===== config.mk =====
export PLATFORM = sky130hd
export DESIGN_NAME = id_allocating_handle_store
export DESIGN_NICKNAME = d
export VERILOG_FILES = /design/src/hw/rtl/idhs_pkg.sv /design/src/hw/rtl/idhs_ram.sv /design/src/hw/rtl/id_allocating_handle_store.sv
export SDC_FILE = /design/constraint.sdc
export NUM_CORES = 2
export LEC_CHECK = 0
export BUFFER_PORTS_ARGS = -buffer_cell sky130_fd_sc_hd__buf_2
export CORE_ASPECT_RATIO = 0.7
export CORE_MARGIN = 2
export CORE_UTILIZATION = 67
export CTS_CLUSTER_SIZE = 10
export DETAILED_ROUTE_END_ITERATION = 8
export MAX_ROUTING_LAYER = met4
export PLACE_DENSITY = 0.84
export SLEW_MARGIN = 20
export SYNTH_ARGS = -nofsm -noshare
export SYNTH_HDL_FRONTEND = slang
export SYNTH_MEMORY_MAX_BITS = 65536
export SYNTH_SLANG_ARGS = --single-unit

===== constraint.sdc =====
create_clock -name clk -period 19.2 [get_ports clk]
set_input_delay 0.96 -clock clk [delete_from_list [all_inputs] [get_ports clk]]
set_output_delay 0.96 -clock clk [all_outputs]
set_load 0.1 [all_outputs]

===== src/hw/rtl/idhs_pkg.sv =====
`timescale 1ns / 1ps
// shared types and constants for the identifier-allocating handle store
// no dependencies; imported by id_allocating_handle_store

package idhs_pkg;

	localparam int HANDLE_W = 32;
	localparam int LEN_W    = 16;
	localparam int FIELD_ID_W = 16;
	localparam int TOTAL_W  = 32;
	localparam int INV_ID   = 0;

	typedef enum logic [1:0] {
		MODE_ADD    = 2'd0,
		MODE_LOOKUP = 2'd1,
		MODE_DELETE = 2'd2
	} idhs_mode_t;

	typedef enum logic [2:0] {
		ST_CLEAR,
		ST_IDLE,
		ST_FREE_SCAN,
		ST_CAND,
		ST_KEY_SCAN,
		ST_FIND,
		ST_DONE
	} idhs_state_t;

	typedef struct packed {
		logic [1:0]            mode;
		logic [FIELD_ID_W-1:0] key_id;
		logic [HANDLE_W-1:0]   handle;
		logic [LEN_W-1:0]      payload_length;
	} idhs_req_t;

	typedef struct packed {
		logic [FIELD_ID_W-1:0] result_id;
		logic                  ok;
		logic [HANDLE_W-1:0]   handle_out;
		logic [TOTAL_W-1:0]    usage_bytes;
		logic [FIELD_ID_W-1:0] next_id_value;
	} idhs_rsp_t;

endpackage


===== src/hw/rtl/idhs_ram.sv =====
`timescale 1ns / 1ps
// generic single-write, single-read ram with registered read data
// no dependencies

module idhs_ram #(
	parameter int WIDTH = 8,
	parameter int DEPTH = 64
) (
	input  logic                     clk,
	input  logic                     we,
	input  logic [$clog2(DEPTH)-1:0] waddr,
	input  logic [WIDTH-1:0]         wdata,
	input  logic [$clog2(DEPTH)-1:0] raddr,
	output logic [WIDTH-1:0]         rdata
);

	logic [WIDTH-1:0] mem [DEPTH];

	always_ff @(posedge clk) begin
		if (we) begin
			mem[waddr] <= wdata;
		end
		rdata <= mem[raddr];
	end

endmodule


===== src/hw/rtl/id_allocating_handle_store.sv =====
`timescale 1ns / 1ps
// identifier-allocating handle store: flat table scanned by one shared comparator
// depends on idhs_pkg and idhs_ram
//
//  channel | valid     | stall     | payload
//  --------+-----------+-----------+------------------------
//  request | req_valid | req_stall | req  (idhs_req_t)
//  result  | rsp_valid | rsp_stall | rsp  (idhs_rsp_t)
//
// one request at a time; the table is walked one entry a cycle through the ram read port
// lookup/delete: a walk of the table for the key, then the result is loaded into the output register
// add: a walk for a free slot, then per candidate identifier a candidate step and a walk
// of the keys for that identifier, then the result is loaded into the output register
// after reset a clearing pass over every table entry runs before the first request
// a finished result waits in the output register; the next request is taken meanwhile

module id_allocating_handle_store #(
	parameter int TABLE_DEPTH = 64,
	parameter int ID_BITS     = 16
) (
	input  logic                clk,
	input  logic                arst_n,
	input  logic                req_valid,
	output logic                req_stall,
	input  idhs_pkg::idhs_req_t req,
	output logic                rsp_valid,
	input  logic                rsp_stall,
	output idhs_pkg::idhs_rsp_t rsp
);

	import idhs_pkg::*;

	localparam int AW = $clog2(TABLE_DEPTH);
	localparam int IW = AW + 1;
	localparam int KW = (ID_BITS < FIELD_ID_W) ? ID_BITS : FIELD_ID_W;
	localparam longint unsigned SPACE = 64'd1 << ID_BITS;
	localparam int LIMIT = (SPACE < 64'(TABLE_DEPTH + 2)) ? int'(SPACE) : TABLE_DEPTH + 2;
	localparam int TW = $clog2(LIMIT + 1);
	localparam logic [IW-1:0] IDX_END  = IW'(TABLE_DEPTH);
	localparam logic [IW-1:0] IDX_LAST = IW'(TABLE_DEPTH - 1);
	localparam int DW = HANDLE_W + LEN_W;

	typedef logic [ID_BITS-1:0] id_t;

	idhs_state_t state_q, state_nxt;

	logic [IW-1:0]      idx_q;
	logic               pend_s1;
	logic [AW-1:0]      rd_idx_s1;
	logic [AW-1:0]      free_q;
	logic [TW-1:0]      tries_q;
	id_t                counter_q;
	logic [TOTAL_W-1:0] total_q;
	logic               out_valid_q;
	idhs_rsp_t          out_q;

	// request payload and working result
	logic [1:0]          mode_q;
	id_t                 key_q;
	logic [HANDLE_W-1:0] handle_q;
	logic [LEN_W-1:0]    len_q;
	id_t                 res_id_q;
	logic                ok_q;
	logic [HANDLE_W-1:0] res_hnd_q;

	// ram ports
	logic            kwe, dwe;
	logic [AW-1:0]   kwaddr;
	logic [ID_BITS:0] kwdata, krdata;
	logic [DW-1:0]   dwdata, drdata;

	id_t  key_m;
	logic kv_valid;
	logic key_match;
	logic hit, scan_end, out_free, accept;

	assign key_m     = id_t'(req.key_id[KW-1:0]);
	assign kv_valid  = krdata[ID_BITS];
	assign key_match = kv_valid && (krdata[ID_BITS-1:0] == key_q);
	assign scan_end  = !pend_s1 && (idx_q == IDX_END);
	assign hit       = pend_s1 && ((state_q == ST_FREE_SCAN) ? !kv_valid : key_match);
	assign out_free  = !out_valid_q || !rsp_stall;
	assign accept    = req_valid && !req_stall;

	idhs_ram #(.WIDTH(ID_BITS + 1), .DEPTH(TABLE_DEPTH)) u_key_ram (
		.clk   (clk),
		.we    (kwe),
		.waddr (kwaddr),
		.wdata (kwdata),
		.raddr (idx_q[AW-1:0]),
		.rdata (krdata)
	);

	idhs_ram #(.WIDTH(DW), .DEPTH(TABLE_DEPTH)) u_data_ram (
		.clk   (clk),
		.we    (dwe),
		.waddr (free_q),
		.wdata (dwdata),
		.raddr (idx_q[AW-1:0]),
		.rdata (drdata)
	);

	// next state
	always_comb begin
		state_nxt = state_q;
		case (state_q)
			ST_CLEAR: begin
				if (idx_q == IDX_LAST) state_nxt = ST_IDLE;
			end
			ST_IDLE: begin
				if (req_valid) begin
					if (req.mode == MODE_ADD) begin
						state_nxt = ST_FREE_SCAN;
					end else if ((req.mode == MODE_LOOKUP || req.mode == MODE_DELETE)
							&& key_m != id_t'(INV_ID)) begin
						state_nxt = ST_FIND;
					end else begin
						state_nxt = ST_DONE;
					end
				end
			end
			ST_FREE_SCAN: begin
				if (hit) state_nxt = ST_CAND;
				else if (scan_end) state_nxt = ST_DONE;
			end
			ST_CAND: begin
				if (tries_q == TW'(LIMIT)) state_nxt = ST_DONE;
				else if (counter_q != id_t'(INV_ID)) state_nxt = ST_KEY_SCAN;
			end
			ST_KEY_SCAN: begin
				// identifier taken: try the next counter value
				if (hit) state_nxt = ST_CAND;
				else if (scan_end) state_nxt = ST_DONE;
			end
			ST_FIND: begin
				if (hit || scan_end) state_nxt = ST_DONE;
			end
			ST_DONE: begin
				if (out_free) state_nxt = ST_IDLE;
			end
			default: state_nxt = ST_IDLE;
		endcase
	end

	// ram writes and request stall
	always_comb begin
		req_stall = (state_q != ST_IDLE);
		kwe       = 1'b0;
		kwaddr    = free_q;
		kwdata    = {1'b1, key_q};
		dwe       = 1'b0;
		dwdata    = {handle_q, len_q};
		case (state_q)
			ST_CLEAR: begin
				kwe    = 1'b1;
				kwaddr = idx_q[AW-1:0];
				kwdata = '0;
			end
			ST_KEY_SCAN: begin
				if (scan_end) begin
					kwe = 1'b1;
					dwe = 1'b1;
				end
			end
			ST_FIND: begin
				if (hit && mode_q == MODE_DELETE) begin
					kwe    = 1'b1;
					kwaddr = rd_idx_s1;
					kwdata = {1'b0, key_q};
				end
			end
			default: begin
			end
		endcase
	end

	// control state
	always_ff @(posedge clk or negedge arst_n) begin
		if (!arst_n) begin
			state_q     <= ST_CLEAR;
			idx_q       <= '0;
			pend_s1     <= 1'b0;
			tries_q     <= '0;
			counter_q   <= id_t'(INV_ID + 1);
			total_q     <= '0;
			out_valid_q <= 1'b0;
		end else begin
			state_q <= state_nxt;

			case (state_q)
				ST_CLEAR: begin
					idx_q   <= (idx_q == IDX_LAST) ? '0 : idx_q + 1'b1;
					pend_s1 <= 1'b0;
				end
				ST_FREE_SCAN, ST_KEY_SCAN, ST_FIND: begin
					if (hit || scan_end) begin
						idx_q   <= '0;
						pend_s1 <= 1'b0;
					end else if (idx_q != IDX_END) begin
						idx_q   <= idx_q + 1'b1;
						pend_s1 <= 1'b1;
					end else begin
						pend_s1 <= 1'b0;
					end
				end
				default: begin
					idx_q   <= '0;
					pend_s1 <= 1'b0;
				end
			endcase

			if (accept) begin
				tries_q <= '0;
			end else if (state_q == ST_CAND && tries_q != TW'(LIMIT)) begin
				tries_q   <= tries_q + 1'b1;
				counter_q <= counter_q + 1'b1;
			end

			if (state_q == ST_KEY_SCAN && scan_end) begin
				total_q <= total_q + TOTAL_W'(len_q);
			end else if (state_q == ST_FIND && hit && mode_q == MODE_DELETE) begin
				total_q <= total_q - TOTAL_W'(drdata[LEN_W-1:0]);
			end

			if (state_q == ST_DONE && out_free) begin
				out_valid_q <= 1'b1;
			end else if (!rsp_stall) begin
				out_valid_q <= 1'b0;
			end
		end
	end

	// payload and working registers
	always_ff @(posedge clk) begin
		if (pend_s1 || idx_q != IDX_END) begin
			rd_idx_s1 <= idx_q[AW-1:0];
		end
		if (accept) begin
			mode_q    <= req.mode;
			key_q     <= key_m;
			handle_q  <= req.handle;
			len_q     <= req.payload_length;
			res_id_q  <= id_t'(INV_ID);
			ok_q      <= 1'b0;
			res_hnd_q <= '0;
		end
		if (state_q == ST_FREE_SCAN && hit) begin
			free_q <= rd_idx_s1;
		end
		if (state_q == ST_CAND) begin
			key_q <= counter_q;
		end
		if (state_q == ST_KEY_SCAN && scan_end) begin
			res_id_q <= key_q;
			ok_q     <= 1'b1;
		end
		if (state_q == ST_FIND && hit) begin
			res_id_q <= key_q;
			ok_q     <= 1'b1;
			if (mode_q == MODE_LOOKUP) begin
				res_hnd_q <= drdata[DW-1:LEN_W];
			end
		end
		if (state_q == ST_DONE && out_free) begin
			out_q.result_id     <= FIELD_ID_W'(res_id_q);
			out_q.ok            <= ok_q;
			out_q.handle_out    <= res_hnd_q;
			out_q.usage_bytes   <= total_q;
			out_q.next_id_value <= FIELD_ID_W'(counter_q);
		end
	end

	assign rsp_valid = out_valid_q;
	assign rsp       = out_q;

	a_idx_bound: assert property (@(posedge clk) disable iff (!arst_n)
		idx_q <= IDX_END)
		else $error("scan index past table end");

	a_tries_bound: assert property (@(posedge clk) disable iff (!arst_n)
		tries_q <= TW'(LIMIT))
		else $error("candidate count past limit");

	a_ok_id: assert property (@(posedge clk) disable iff (!arst_n)
		(state_q == ST_DONE && ok_q) |-> res_id_q != id_t'(INV_ID))
		else $error("successful request carries the invalid identifier");

	a_add_total: assert property (@(posedge clk) disable iff (!arst_n)
		(state_q == ST_KEY_SCAN && scan_end) |=>
			total_q == $past(total_q) + TOTAL_W'($past(len_q)))
		else $error("byte total not advanced by the added length");

endmodule

==> results.tsv <==
stage	metric	value	unit
outcome	status	finished, violations left	
outcome	violations	slew limit	
place	pre_cts_ws	12.76	ns
clocking	hold_buffers	0	
synth	synth_cell_type_count	69	
clocking	clk_latency	0.97	ns
layout	final_common_cell	edfxtp_1	
critical_path	start_kind	register	
timing	setup_viol	0	
synth	synth_area	0.1725	mm²
synth	synth_compound_gate_area_share	3.748	%
synth	syn_nets	8301	
critical_path	critPathMaxFanout	119	
timing	min_period	6.430	ns
worst_hold_path	hold_class	primary input to asynchronous set/reset pin	
pwr	p_leak	66.13	nW
synth	ys_seq_area_share	77.87	%
synth	synthXorXnorAreaFrac	0.3961	%
global_route	grt_pass1_wl	768300	µm
global_route	gr-total-overflow	0	
timing	finalWorstSetupSlack	12.77	ns
global_route	grt_max_degree	148	
critical_path	worstSetupPathType	register to register	
global_route	antenna_found_initial	31	
floorplanning	die_w	610.4	µm
detailed_routing	drtAntennaViolNets	0	
synth	ys_ff_latch	4516	
place	place_area	0.1788	mm²
layout	drive_above_1_share	23.00	%
clocking	cts.sinks	4516	
detailed_routing	postRouteWirelength	557800	µm
detailed_routing	first_pass_iters	8	
global_route	grt.total_usage	44.12	%
floorplanning	die-area	0.2615	mm²
run	max_cap_viol_count	0	
detailed_routing	highest_layer	met4	
layout	multi_input_area	0.03696	mm²
synth	synth_enable_flop_cells	4351	
layout	design_area	0.1940	mm²
global_route	grt_pass1_vias	99380	
detailed_routing	met1Wirelength	169000	µm
timing	slew_headroom	-7.970	%
clocking	cts_setup_buffers	0	
floorplanning	ios	169	
synth	yosys_warnings	0	
timing	setup-tns-final	0	ns
timing	fmax	0.1555	GHz
synth	synthCells	8188	
timing	period_share	33.49	%
synth	ys_async_sr_fraction	1.484	%
timing	finClkSkew	0.06854	ns
detailed_routing	drc	0	
floorplanning	die_h	428.5	µm
clocking	htreeDepth	6	
detailed_routing	routed-wl-met3	104800	µm
critical_path	worstPathRequired	19.97	ns
clocking	cts_resized	0	
place	hpwlAfterDp	261100	µm
critical_path	arrival	7.20	ns
layout	num-fill-cells	11880	
synth	synth_ff_type	edfxtp_1	
layout	final_nets	8849	
timing	rsz0062_at_grt	no	
layout	final_cell_mix	4351 x edfxtp_1, 912 x mux4_2, 547 x clkbuf_16	
layout	synthToLayoutAreaGrowth	12.48	%
clocking	cts_buffers	527	
clocking	clockBufferDepth	4	
floorplanning	start_util	67.52	%
critical_path	endpoint_kind	register	
synth	synth_adder_area_share	0.3163	%
detailed_routing	vias	100800	
place	portBuffers	168	
clocking	cts_tree	yes	
pwr	powerDensity	102.6	mW/mm²
timing	slew_viol_final	59	
synth	synth-simple-area-share	1.725	%
floorplanning	rows	155	
synth	synth_mux_area_share	14.83	%
detailed_routing	avgViaCountPerCell	8.098	
place	place.gp.congestion	0.9007	
timing	tightest_slew	1.620	ns
synth	syn_area_per_cell	21.06	µm²
pwr	ir_worst_vdd	0.1063	mV
timing	finalHoldViolations	0	
clocking	clockRootBuffer	clkbuf_16	
detailed_routing	first_iter_violations	22850	
detailed_routing	met2_length	244400	µm
detailed_routing	wl_per_cell	44.83	µm
floorplanning	coreArea	0.2554	mm²
clocking	clk_pin_slew	0.06	ns
layout	seqCellArea	0.1343	mm²
synth	synth_top_family_by_area	multiplexers	
cell families after synthesis:
| logic type | count (synthesis) |
|---|---|
| flip-flops | 4516 |
| multiplexers | 1415 |
| AO/OA/AOI/OAI | 1004 |
| AND/OR/NAND/NOR | 660 |
| buffers and inverters | 472 |
| XOR/XNOR | 78 |
| adder cells (fa/ha/maj) | 43 |
worst max-delay path, cell delays in order, from the launching register on:
cell and delay, ns:
dfrtp_4 1.07, buf_4 0.85, buf_4 0.84, buf_6 0.69, buf_12 0.66, mux4_2 0.64, mux4_2 0.53, nor2_1 0.19
a211oi_1 0.14, nor2_1 0.18, a21oi_1 0.07
path summary, 6_finish.rpt:
check	start	to	slack [ns]	cells after the start
max	idx_q[0]	u_data_ram.rdata[39]	12.77	10
min	arst_n	total_q[24]	0.07	1
max reg2reg	idx_q[0]	u_data_ram.rdata[39]	12.77	10
min reg2reg	res_id_q[6]	rsp[87]	0.42	0
max in group asynchronous	arst_n	idx_q[1]	18.45	1
min in group clk	req[5]	len_q[5]	0.19	1
area by class of cell:
cell class              instances  area share [%]
inverters                      28         0.05934
clock inverters                32          0.1870
diodes                         38         0.04902
multi-input cells            3200           19.05
well taps                    3375           2.177
repair buffers                463           1.699
clock buffers                 791           7.534
flip-flops and latches       4516           69.24
Yosys cell counts (43+ instances only):
| master | number | share of area (%) |
|---|---|---|
| a211oi_1 | 43 | 0.19 |
| a21oi_1 | 240 | 0.70 |
| buf_1 | 87 | 0.19 |
| buf_2 | 92 | 0.27 |
| clkbuf_1 | 258 | 0.56 |
| dfrtp_1 | 66 | 0.96 |
| dfxtp_1 | 98 | 1.1 |
| edfxtp_1 | 4351 | 76 |
| mux2i_1 | 499 | 2.9 |
| mux4_2 | 912 | 12 |
| nand2_1 | 276 | 0.60 |
| nor2_1 | 196 | 0.43 |
| o21ai_0 | 216 | 0.63 |
| o221ai_1 | 246 | 1.2 |
| o22ai_1 | 186 | 0.67 |
sequential cells by signal (all words and copies together) (netlist names), 6 cells and up:
| signal | cells |
|---|---|
| counter_q | 16 |
| free_q | 6 |
| handle_q | 32 |
| idx_q | 7 |
| key_q | 16 |
| len_q | 16 |
| rd_idx_s1 | 6 |
| res_hnd_q | 32 |
| res_id_q | 16 |
| rsp | 97 |
| total_q | 32 |
| tries_q | 7 |
| u_data_ram.mem | 3072 |
| u_data_ram.rdata | 48 |
| u_key_ram.mem | 1088 |
| u_key_ram.rdata | 17 |
metrics by stage:
step | hold slack [ns] | power [mW] | cells | utilization (%)
final | 0.07176 | 19.90 | 12440 | 75.95
after global routing | 0.1328 | 20.18 | 12430 | 75.94
after CTS | 0.1627 | 19.85 | 12400 | 75.86
after detailed placement | 0.4045 | 10.86 | 11580 | 70.00
after global placement | 0.4098 | 10.86 | 11580 | 69.99
after floorplan | 0.4003 | 10.84 | 8188 | -
layer usage:
layer	vias up	GRT usage (%)
met4	0	24.73
met2	12860	60.84
li1	35350	-
met5	-	-
met3	2723	17.39
met1	49840	56.58
report_power, final:
| part | internal (mW) | switching (mW) |
|---|---|---|
| combinational | 0.00604 | 0.0116 |
| clock | 5.23 | 4.02 |
| sequential | 10.6 | 0.0000000000000000314 |
| total | 15.9 | 4.03 |
Power figures use the tool's default switching activity.
